<file path="src/rtl/lfr_pkg.sv">
// Shared types and constants for the linear fractional resampler.
package lfr_pkg;

    // Phase is unsigned Q2.30, carried with one guard bit while it advances
    localparam int PHASE_WIDTH = 33;
    localparam int STEP_WIDTH  = 32;

    localparam logic [PHASE_WIDTH-1:0] PHASE_ONE        = 33'h0_4000_0000;
    localparam logic [STEP_WIDTH-1:0]  STEP_MIN         = 32'h0400_0000;
    localparam logic [STEP_WIDTH-1:0]  PHASE_STEP_RESET = 32'h4000_0000;

    // Weight is phase[29:14], unsigned Q0.16
    localparam int WEIGHT_LSB   = 14;
    localparam int WEIGHT_WIDTH = 16;
    localparam int ROUND_HALF   = 32768;

    // Entries in the queue between front and back
    localparam int QUEUE_DEPTH = 4;

    typedef enum logic [1:0] {
        S_IDLE,
        S_EVAL,
        S_EMIT
    } t_back_state;

    typedef struct packed {
        logic full;
        logic empty;
    } t_queue_status;

endpackage

</file>
<file path="src/rtl/lfr_front.sv">
// Front end: takes input samples, tracks history and priming, builds jobs.
module lfr_front #(
    parameter int SAMPLE_WIDTH = 16,
    parameter int JOB_WIDTH    = 4 * SAMPLE_WIDTH + 1
) (
    input  logic                             i_clk,
    input  logic                             i_rst_n,
    input  logic                             i_valid,
    output logic                             o_ready,
    input  logic signed [SAMPLE_WIDTH-1:0]   i_sample_i,
    input  logic signed [SAMPLE_WIDTH-1:0]   i_sample_q,
    input  logic                             i_restart,
    input  lfr_pkg::t_queue_status           i_queue_status,
    output logic                             o_push,
    output logic [JOB_WIDTH-1:0]             o_job
);
    import lfr_pkg::*;

    logic                           r_primed, n_primed;
    logic                           r_clr_pend, n_clr_pend;
    logic signed [SAMPLE_WIDTH-1:0] r_prev_i, r_prev_q;
    logic                           w_accept;
    logic                           w_primed_eff;

    assign o_ready      = !i_queue_status.full;
    assign w_accept     = i_valid && o_ready;
    assign w_primed_eff = r_primed && !i_restart;
    assign o_push       = w_accept && w_primed_eff;
    // job: prev_i, prev_q, cur_i, cur_q, phase clear, from the low bits up
    assign o_job        = {r_clr_pend, i_sample_q, i_sample_i, r_prev_q, r_prev_i};

    always_comb begin
        n_primed   = r_primed;
        n_clr_pend = r_clr_pend;
        if (w_accept) begin
            n_primed = 1'b1;
            if (i_restart) begin
                n_clr_pend = 1'b1;
            end else if (w_primed_eff) begin
                n_clr_pend = 1'b0;
            end
        end
    end

    always_ff @(posedge i_clk) begin
        if (!i_rst_n) begin
            r_primed   <= 1'b0;
            r_clr_pend <= 1'b0;
        end else begin
            r_primed   <= n_primed;
            r_clr_pend <= n_clr_pend;
        end
    end

    always_ff @(posedge i_clk) begin
        if (!i_rst_n) begin
            r_prev_i <= '0;
            r_prev_q <= '0;
        end else if (w_accept) begin
            r_prev_i <= i_sample_i;
            r_prev_q <= i_sample_q;
        end
    end

endmodule

</file>
<file path="src/rtl/lfr_job_queue.sv">
// Small register queue holding interpolation jobs between front and back.
module lfr_job_queue #(
    parameter int WIDTH = 65,
    parameter int DEPTH = 4
) (
    input  logic                     i_clk,
    input  logic                     i_rst_n,
    input  logic                     i_push,
    input  logic [WIDTH-1:0]         i_data,
    input  logic                     i_pop,
    output logic [WIDTH-1:0]         o_data,
    output lfr_pkg::t_queue_status   o_status
);
    import lfr_pkg::*;

    localparam int PTR_W = (DEPTH > 1) ? $clog2(DEPTH) : 1;
    localparam int CNT_W = $clog2(DEPTH + 1);

    logic [WIDTH-1:0] r_mem [DEPTH];
    logic [PTR_W-1:0] r_wr_ptr, r_rd_ptr;
    logic [CNT_W-1:0] r_count;
    logic             w_push, w_pop;

    assign o_status.full  = (r_count == CNT_W'(DEPTH));
    assign o_status.empty = (r_count == '0);
    assign w_push = i_push && !o_status.full;
    assign w_pop  = i_pop && !o_status.empty;
    assign o_data = r_mem[r_rd_ptr];

    function automatic logic [PTR_W-1:0] ptr_inc(input logic [PTR_W-1:0] p);
        ptr_inc = (p == PTR_W'(DEPTH - 1)) ? '0 : p + PTR_W'(1);
    endfunction

    always_ff @(posedge i_clk) begin
        if (!i_rst_n) begin
            r_wr_ptr <= '0;
            r_rd_ptr <= '0;
            r_count  <= '0;
        end else begin
            if (w_push) r_wr_ptr <= ptr_inc(r_wr_ptr);
            if (w_pop)  r_rd_ptr <= ptr_inc(r_rd_ptr);
            if (w_push && !w_pop)      r_count <= r_count + CNT_W'(1);
            else if (w_pop && !w_push) r_count <= r_count - CNT_W'(1);
        end
    end

    always_ff @(posedge i_clk) begin
        if (w_push) r_mem[r_wr_ptr] <= i_data;
    end

endmodule

</file>
<file path="src/rtl/lfr_back.sv">
// Back end: steps the phase, interpolates I/Q and drives the output register.
module lfr_back #(
    parameter int SAMPLE_WIDTH = 16,
    parameter int JOB_WIDTH    = 4 * SAMPLE_WIDTH + 1
) (
    input  logic                             i_clk,
    input  logic                             i_rst_n,
    input  logic                             i_cfg_we,
    input  logic [lfr_pkg::STEP_WIDTH-1:0]   i_cfg_data,
    input  lfr_pkg::t_queue_status           i_queue_status,
    input  logic [JOB_WIDTH-1:0]             i_job,
    output logic                             o_pop,
    output logic                             o_valid,
    input  logic                             i_ready,
    output logic signed [SAMPLE_WIDTH-1:0]   o_out_i,
    output logic signed [SAMPLE_WIDTH-1:0]   o_out_q,
    output logic                             o_last
);
    import lfr_pkg::*;

    localparam int DIFF_W = SAMPLE_WIDTH + 1;
    localparam int PROD_W = DIFF_W + WEIGHT_WIDTH + 1;

    t_back_state r_state, n_state;

    logic [STEP_WIDTH-1:0]          r_step;
    logic [PHASE_WIDTH-1:0]         r_ph, n_ph;
    logic signed [SAMPLE_WIDTH-1:0] r_prev_i, r_prev_q;
    logic signed [DIFF_W-1:0]       r_diff_i, r_diff_q;
    logic signed [PROD_W-1:0]       r_prod_i, r_prod_q;
    logic                           r_last;
    logic                           r_out_valid;

    logic                           w_load_prod, w_load_out, w_adv, w_end;
    logic                           w_below;
    logic [STEP_WIDTH-1:0]          w_step;
    logic [PHASE_WIDTH-1:0]         w_sum, w_ph_end;
    logic [WEIGHT_WIDTH-1:0]        w_weight;

    logic signed [SAMPLE_WIDTH-1:0] w_job_prev_i, w_job_prev_q;
    logic signed [SAMPLE_WIDTH-1:0] w_job_cur_i, w_job_cur_q;
    logic                           w_job_clr;
    logic signed [PROD_W-1:0]       w_rnd_i, w_rnd_q;
    logic signed [PROD_W-1:0]       w_sh_i, w_sh_q;

    assign w_job_prev_i = i_job[0 +: SAMPLE_WIDTH];
    assign w_job_prev_q = i_job[SAMPLE_WIDTH +: SAMPLE_WIDTH];
    assign w_job_cur_i  = i_job[2*SAMPLE_WIDTH +: SAMPLE_WIDTH];
    assign w_job_cur_q  = i_job[3*SAMPLE_WIDTH +: SAMPLE_WIDTH];
    assign w_job_clr    = i_job[4*SAMPLE_WIDTH];

    assign w_step   = (r_step < STEP_MIN) ? STEP_MIN : r_step;
    assign w_below  = (r_ph < PHASE_ONE);
    assign w_sum    = r_ph + {1'b0, w_step};
    assign w_ph_end = r_ph - PHASE_ONE;
    assign w_weight = r_ph[WEIGHT_LSB +: WEIGHT_WIDTH];

    // next state
    always_comb begin
        n_state = r_state;
        case (r_state)
            S_IDLE: begin
                if (!i_queue_status.empty) n_state = S_EVAL;
            end
            S_EVAL: begin
                n_state = w_below ? S_EMIT : S_IDLE;
            end
            S_EMIT: begin
                if (!r_out_valid || i_ready) begin
                    if (!r_last)                    n_state = S_EVAL;
                    else if (!i_queue_status.empty) n_state = S_EVAL;
                    else                            n_state = S_IDLE;
                end
            end
            default: n_state = S_IDLE;
        endcase
    end

    // control outputs
    always_comb begin
        o_pop       = 1'b0;
        w_load_prod = 1'b0;
        w_load_out  = 1'b0;
        w_adv       = 1'b0;
        w_end       = 1'b0;
        case (r_state)
            S_IDLE: begin
                o_pop = !i_queue_status.empty;
            end
            S_EVAL: begin
                if (w_below) begin
                    w_load_prod = 1'b1;
                    w_adv       = 1'b1;
                end else begin
                    w_end = 1'b1;
                end
            end
            S_EMIT: begin
                if (!r_out_valid || i_ready) begin
                    w_load_out = 1'b1;
                    if (r_last) begin
                        w_end = 1'b1;
                        o_pop = !i_queue_status.empty;
                    end
                end
            end
            default: ;
        endcase
    end

    always_comb begin
        n_ph = r_ph;
        if (o_pop) begin
            if (w_job_clr)  n_ph = '0;
            else if (w_end) n_ph = w_ph_end;
        end else if (w_end) begin
            n_ph = w_ph_end;
        end else if (w_adv) begin
            n_ph = w_sum;
        end
    end

    always_ff @(posedge i_clk) begin
        if (!i_rst_n) begin
            r_state     <= S_IDLE;
            r_ph        <= '0;
            r_step      <= PHASE_STEP_RESET;
            r_out_valid <= 1'b0;
        end else begin
            r_state <= n_state;
            r_ph    <= n_ph;
            if (i_cfg_we) r_step <= i_cfg_data;
            if (w_load_out)   r_out_valid <= 1'b1;
            else if (i_ready) r_out_valid <= 1'b0;
        end
    end

    // job operands
    always_ff @(posedge i_clk) begin
        if (o_pop) begin
            r_prev_i <= w_job_prev_i;
            r_prev_q <= w_job_prev_q;
            r_diff_i <= DIFF_W'(w_job_cur_i) - DIFF_W'(w_job_prev_i);
            r_diff_q <= DIFF_W'(w_job_cur_q) - DIFF_W'(w_job_prev_q);
        end
    end

    // weighted difference, one multiplier per rail
    always_ff @(posedge i_clk) begin
        if (w_load_prod) begin
            r_prod_i <= r_diff_i * $signed({1'b0, w_weight});
            r_prod_q <= r_diff_q * $signed({1'b0, w_weight});
            r_last   <= (w_sum >= PHASE_ONE);
        end
    end

    // round half up, then add history; result stays between prev and cur
    assign w_rnd_i = r_prod_i + PROD_W'(ROUND_HALF);
    assign w_rnd_q = r_prod_q + PROD_W'(ROUND_HALF);
    assign w_sh_i  = w_rnd_i >>> WEIGHT_WIDTH;
    assign w_sh_q  = w_rnd_q >>> WEIGHT_WIDTH;

    always_ff @(posedge i_clk) begin
        if (w_load_out) begin
            o_out_i <= w_sh_i[SAMPLE_WIDTH-1:0] + r_prev_i;
            o_out_q <= w_sh_q[SAMPLE_WIDTH-1:0] + r_prev_q;
            o_last  <= r_last;
        end
    end

    assign o_valid = r_out_valid;

endmodule

</file>
<file path="src/rtl/linear_fractional_resampler_unit.sv">
// Top level of the linear fractional resampler for complex I/Q streams.
//
// Usage:
//  - s_axis carries one I/Q sample per request; tuser is the restart flag.
//    A restart clears phase and history, and that sample only primes.
//    The first sample after reset likewise only primes and gives nothing.
//  - m_axis carries interpolated samples; tlast marks the last output
//    produced by one input sample. An input may produce zero outputs.
//  - cfg channel writes phase_step (unsigned Q2.30); always ready, and
//    meant to be written only while the block is idle. Steps below 1/16
//    act as 1/16, so one input gives at most 16 outputs.
//  - Path: a job passes the front and the queue, then the back unit
//    forms each output by weight/multiply, then round/emit.
//  - Overlap: the back unit starts the next output only once the last
//    one is loaded into the output register; the queue takes inputs meanwhile.
//  - Reset clears phase, history, priming and the queue, and loads step 1.0.
//  - A stall on m_axis holds the output register; the queue keeps taking
//    inputs until it fills, then s_axis_tready drops.
module linear_fractional_resampler_unit #(
    parameter int SAMPLE_WIDTH = 16
) (
    input  logic                               i_clk,
    input  logic                               i_rst_n,
    // input samples
    input  logic                               s_axis_tvalid,
    output logic                               s_axis_tready,
    input  logic [((2*SAMPLE_WIDTH+7)/8)*8-1:0] s_axis_tdata,  // sample_i, sample_q
    input  logic                               s_axis_tuser,  // restart
    // output samples
    output logic                               m_axis_tvalid,
    input  logic                               m_axis_tready,
    output logic [((2*SAMPLE_WIDTH+7)/8)*8-1:0] m_axis_tdata,  // out_i, out_q
    output logic                               m_axis_tlast,  // run_last
    // phase_step write
    input  logic                               i_cfg_valid,
    output logic                               o_cfg_ready,
    input  logic [lfr_pkg::STEP_WIDTH-1:0]     i_cfg_data
);
    import lfr_pkg::*;

    localparam int DATA_W = ((2*SAMPLE_WIDTH + 7) / 8) * 8;
    localparam int PAD_W  = DATA_W - 2*SAMPLE_WIDTH;
    localparam int JOB_W  = 4*SAMPLE_WIDTH + 1;

    t_queue_status                  w_qstat;
    logic                           w_push, w_pop;
    logic [JOB_W-1:0]               w_job_in, w_job_out;
    logic signed [SAMPLE_WIDTH-1:0] w_out_i, w_out_q;
    logic [DATA_W-1:0]              w_out_data;

    assign o_cfg_ready = 1'b1;

    lfr_front #(
        .SAMPLE_WIDTH (SAMPLE_WIDTH),
        .JOB_WIDTH    (JOB_W)
    ) u_front (
        .i_clk          (i_clk),
        .i_rst_n        (i_rst_n),
        .i_valid        (s_axis_tvalid),
        .o_ready        (s_axis_tready),
        .i_sample_i     (s_axis_tdata[0 +: SAMPLE_WIDTH]),
        .i_sample_q     (s_axis_tdata[SAMPLE_WIDTH +: SAMPLE_WIDTH]),
        .i_restart      (s_axis_tuser),
        .i_queue_status (w_qstat),
        .o_push         (w_push),
        .o_job          (w_job_in)
    );

    lfr_job_queue #(
        .WIDTH (JOB_W),
        .DEPTH (QUEUE_DEPTH)
    ) u_queue (
        .i_clk    (i_clk),
        .i_rst_n  (i_rst_n),
        .i_push   (w_push),
        .i_data   (w_job_in),
        .i_pop    (w_pop),
        .o_data   (w_job_out),
        .o_status (w_qstat)
    );

    lfr_back #(
        .SAMPLE_WIDTH (SAMPLE_WIDTH),
        .JOB_WIDTH    (JOB_W)
    ) u_back (
        .i_clk          (i_clk),
        .i_rst_n        (i_rst_n),
        .i_cfg_we       (i_cfg_valid),
        .i_cfg_data     (i_cfg_data),
        .i_queue_status (w_qstat),
        .i_job          (w_job_out),
        .o_pop          (w_pop),
        .o_valid        (m_axis_tvalid),
        .i_ready        (m_axis_tready),
        .o_out_i        (w_out_i),
        .o_out_q        (w_out_q),
        .o_last         (m_axis_tlast)
    );

    // zero fill above the two rails
    always_comb begin
        w_out_data = '0;
        w_out_data[0 +: SAMPLE_WIDTH]            = w_out_i;
        w_out_data[SAMPLE_WIDTH +: SAMPLE_WIDTH] = w_out_q;
    end

    assign m_axis_tdata = w_out_data;

    if (PAD_W < 0) begin : g_bad_width
        $error("data width too narrow");
    end

endmodule

</file>
<file path="config.mk">
export PLATFORM = sky130hd
export DESIGN_NAME = linear_fractional_resampler_unit
export DESIGN_NICKNAME = d
export VERILOG_FILES = /design/src/rtl/lfr_pkg.sv /design/src/rtl/lfr_front.sv /design/src/rtl/lfr_job_queue.sv /design/src/rtl/lfr_back.sv /design/src/rtl/linear_fractional_resampler_unit.sv
export SDC_FILE = /design/constraint.sdc
export NUM_CORES = 2
export LEC_CHECK = 0
export BUFFER_PORTS_ARGS = -buffer_cell sky130_fd_sc_hd__buf_4
export CORE_ASPECT_RATIO = 1.1
export CORE_MARGIN = 5
export CORE_UTILIZATION = 34
export CTS_CLUSTER_DIAMETER = 100
export DETAILED_ROUTE_END_ITERATION = 8
export GPL_ROUTABILITY_DRIVEN = 1
export SYNTH_ARGS = -nofsm -noshare
export SYNTH_HDL_FRONTEND = slang
export SYNTH_HIERARCHICAL = 1
export SYNTH_SLANG_ARGS = --single-unit
export TNS_END_PERCENT = 10
</file>
<file path="constraint.sdc">
create_clock -name i_clk -period 6.94 [get_ports i_clk]
set_clock_uncertainty 0.05 [all_clocks]
set_input_delay 0.347 -clock i_clk [delete_from_list [all_inputs] [get_ports i_clk]]
set_output_delay 0.347 -clock i_clk [all_outputs]
set_load 0.01 [all_outputs]
</file>
==> qor.csv <==
stage,metric,value,unit
floorplanning,Ports,106,
logic_synthesis,Post-Synth Adder-Cell Area,0.330,
drt,DRT iter0 DRCs,1431,
critical_path,Critical Path Source Type,flop,
global_route,largest net degree at the start of global routing,64,
logic_synthesis,synthesized cell area,0.0426,sq mm
logic_synthesis,XOR/XNOR Fraction of Synth Area,0.0339,
sta,Final setup viols,0,
drt,DRC,0,
power,pwr dens,296,mW/mm^2
critical_path,crit-path cells,and2_1 > fa_1 > inv_1 > fa_1 > fa_1 > fa_1 > inv_1 > fa_1 > inv_1 > fa_1 > inv_1 > ha_1 > o311ai_0 > a31oi_1 > buf_4 > a21oi_1 > o31a_1 > o21ai_0 > a21oi_1 > xnor2_1,
critical_path,Crit-path slowest cell,edfxtp_1,
final_layout,number of nets in the layout,4879,
logic_synthesis,synth top area cells,"edfxtp_1 28%, fa_1 25%, ha_1 7.8%",
global_route,total global routing overflow,0,
clock_network,H-Tree Depth,2,
flow_run,max cap viols,0,
logic_synthesis,Compound-Gate Fraction of Synth Area,0.0569,
clock_network,root buffer cell,clkbuf_16,
floorplanning,row count,136,
place,port bufs,104,
drt,Routed Antenna Nets,0,
critical_path,most numerous cell on the critical path,fa_1,
logic_synthesis,fraction of registers with async set/reset,0,
drt,Pre-antenna DRT Iters,6,
final_layout,fin util,0.384,
place,Post-Place Cells,5536,
logic_synthesis,top cell type's share of synthesized area,0.278,
logic_synthesis,Synth cell types,80,
sta,fmax,151,MHz
logic_synthesis,Ys Warns,6,
floorplanning,full die area,0.133,sq mm
sta,Tmin final,6600,ps
critical_path,CP max FO,16,
place,placer congestion estimate,0.852,
critical_path,Buf/Inv on CP,5,
logic_synthesis,"Seq/Total Area, Yosys",0.330,
logic_synthesis,synthesized flop and latch total,505,
power,maximum vdd drop,0.000219,V
critical_path,CP Data Arrival Time,6910,ps
drt,DR vias,26900,
sta,Pins Over Slew Limit,0,
floorplanning,Initial Utilization,0.342,
run_status,status,finished clean,
critical_path,worst setup path class,flop to flop,
min_path,Hold WC Path Type,primary input to flop,
sta,Worst-Margin Slew,1020,ps
global_route,number of global-route vias before repair,29200,
clock_network,number of buffers created by CTS,53,
global_route,first-pass GRT wire length,158000,um
clock_network,Clock Latency Late Sink,630,ps
clock_network,CTS Sinks,505,
logic_synthesis,Avg Inst Size Synth,11.0,sq um
power,P_leak,21.4,nW
clock_network,CTS tree,built,
logic_synthesis,Mapped Cells,3870,
drt,vias per inst,4.71,
logic_synthesis,multiplexer area fraction after synthesis,0.0431,
final_layout,fraction of layout cells with a size suffix above 1,0.0997,
sta,relative slew slack,0.318,
global_route,Total GRT Usage,0.148,
critical_path,"Largest stage delay, worst path",750,ps
critical_path,CP required,7250,ps
place,hpwl dp,74300,um
drt,Routed WL,96600,um
sta,setup TNS,0,ps
logic_synthesis,largest family of logic cells by synthesized area,adder cells,
sta,final period utilization,0.951,
final_layout,"non-filler cells, final",5708,
logic_synthesis,"EDFF count, synth",394,
drt,Avg WL per Cell,16.9,um
critical_path,nature of the critical path endpoint,flop,
floorplanning,DIE HEIGHT,381,um
logic_synthesis,"Net Count, Synth",4743,
clock_network,Clock Tree Buf Depth,3,
clock_network,Clock Pin Slew Worst Setup and Hold Paths,70,ps
floorplanning,Core ar.,0.125,sq mm
final_layout,layout overhead on the synthesized area,12.3,%
logic_synthesis,Simple-Gate Fraction of Synth Area,0.119,
sta,Final Hold Vio Count,0,
floorplanning,Die Width,348,um
global_route,initial antenna violation count,5,
final_layout,Filler cells,12100,
logic_synthesis,Main synth FF type,edfxtp_1,
logic_synthesis,biggest area consumer among synthesized cells,edfxtp_1,
critical_path,Top delay family on crit path,adder cells,
-- cells by family (layout without fill, tap and decap cells) --
family	count (synthesis)	count (layout)
mux	102	102
xor+xnor	165	165
flops	505	505
other cells	1	2
buf+inv	913	1094
compound gates	355	355
simple gates	1026	1026
fa+ha+maj	803	803
-- synth_stat cells (all sizes together), types with 9 or more instances --
cell,instances
o21ai,73
inv,737
buf,60
clkbuf,116
dfxtp,111
nor2b,56
o21a,11
xnor2,124
ha,267
a31oi,10
mux4,65
mux2i,35
edfxtp,394
or3,11
a21boi,51
nand2b,9
a211oi,18
a21oi,93
o21bai,20
xor2,41
and3,21
nor2,85
a21o,25
nand2,424
and2,307
nor3,24
fa,536
nand3,62
o211ai,9
-- metal layers --
metal,routed length (um),global-route usage,vias to the layer above,part of all wire
li1,-,-,12600,-
met1,40200,0.184,13700,0.42
met2,49700,0.269,452,0.51
met3,3560,0.0190,163,0.037
met4,3180,0.0454,2,0.033
met5,7,0,-,0.000072
-- path summary, 6_finish.rpt --
kind | from | endpoint | slack (ps) | depth (start not counted)
setup / recovery | u_back/r_diff_i[7] | u_back/r_prod_i[31] | 340 | 20
hold / removal | i_rst_n | u_back/r_step[30] | 160 | 2
setup reg to reg | u_back/r_diff_i[7] | u_back/r_prod_i[31] | 340 | 20
hold reg to reg | u_back/r_ph[0] | u_back/r_ph[0] | 410 | 2
-- placed cells by master, fill, tap and decap left out, types with 11 or more instances in the layout --
cell and n:
xnor2_1 124, nor3_1 23, o21bai_1 20, and3_1 21
nand3_1 62, xor2_1 41, o21a_1 11, a21o_1 25
buf_4 181, o21ai_0 68, inv_1 736, a21boi_1 14
a21oi_1 92, a21boi_0 21, dfxtp_1 107, clkbuf_16 54
ha_1 267, mux2i_1 35, a211oi_1 18, and2_1 302
a21boi_2 16, nor2b_1 55, edfxtp_1 394, mux4_2 65
nand2_1 424, dlygate4sd3_1 66, nor2_1 83, fa_1 536
-- sequential cells by signal (all words and copies together), names as in the netlist, 17 cells and up, named ones only --
signal,cells
u_back/r_ph,33
u_back/r_prod_i,17
u_back/r_diff_q,17
u_back/r_diff_i,17
u_queue/r_mem,260
u_back/r_prod_q,17
u_back/r_step,32
-- where the power goes --
group          total [W]  internal, W  switching, W
Combinational    0.00631      0.00260       0.00371
Sequential       0.00484      0.00411      0.000728
Clock            0.00302      0.00175       0.00127
Total             0.0142      0.00846       0.00571
-- through the flow --
stage	worst slack, ps	hold WS [ps]	total power (W)	area, sq um
floorplan	762	379	0.00912	42600
global placement	143	392	0.0111	45300
detailed placement	196	405	0.0112	45300
CTS	169	117	0.0144	47800
global route	-1.04	182	0.0153	47900
finish	337	158	0.0142	47900
-- cell type report --
class | count | area, sq um | area share
multi-input combinational | 2452 | 24900 | 0.520
sequential | 505 | 14100 | 0.294
inverter | 737 | 2770 | 0.0578
timing repair buffer | 257 | 2220 | 0.0464
tap | 1656 | 2070 | 0.0433
clock buffer | 67 | 1470 | 0.0307
clock inverter | 33 | 395 | 0.00826
antenna | 1 | 2.50 | 0.0000523
-- what timing repair did --
item | in CTS | in global routing
endpoints found under the hold margin | 194 | 0
setup endpoints to repair | 0 | 6
setup buffers | 0 | 5
hold buffers | 66 | 0
gates resized for setup | 0 | 5
Note: power is estimated with default switching activity, not from simulation.
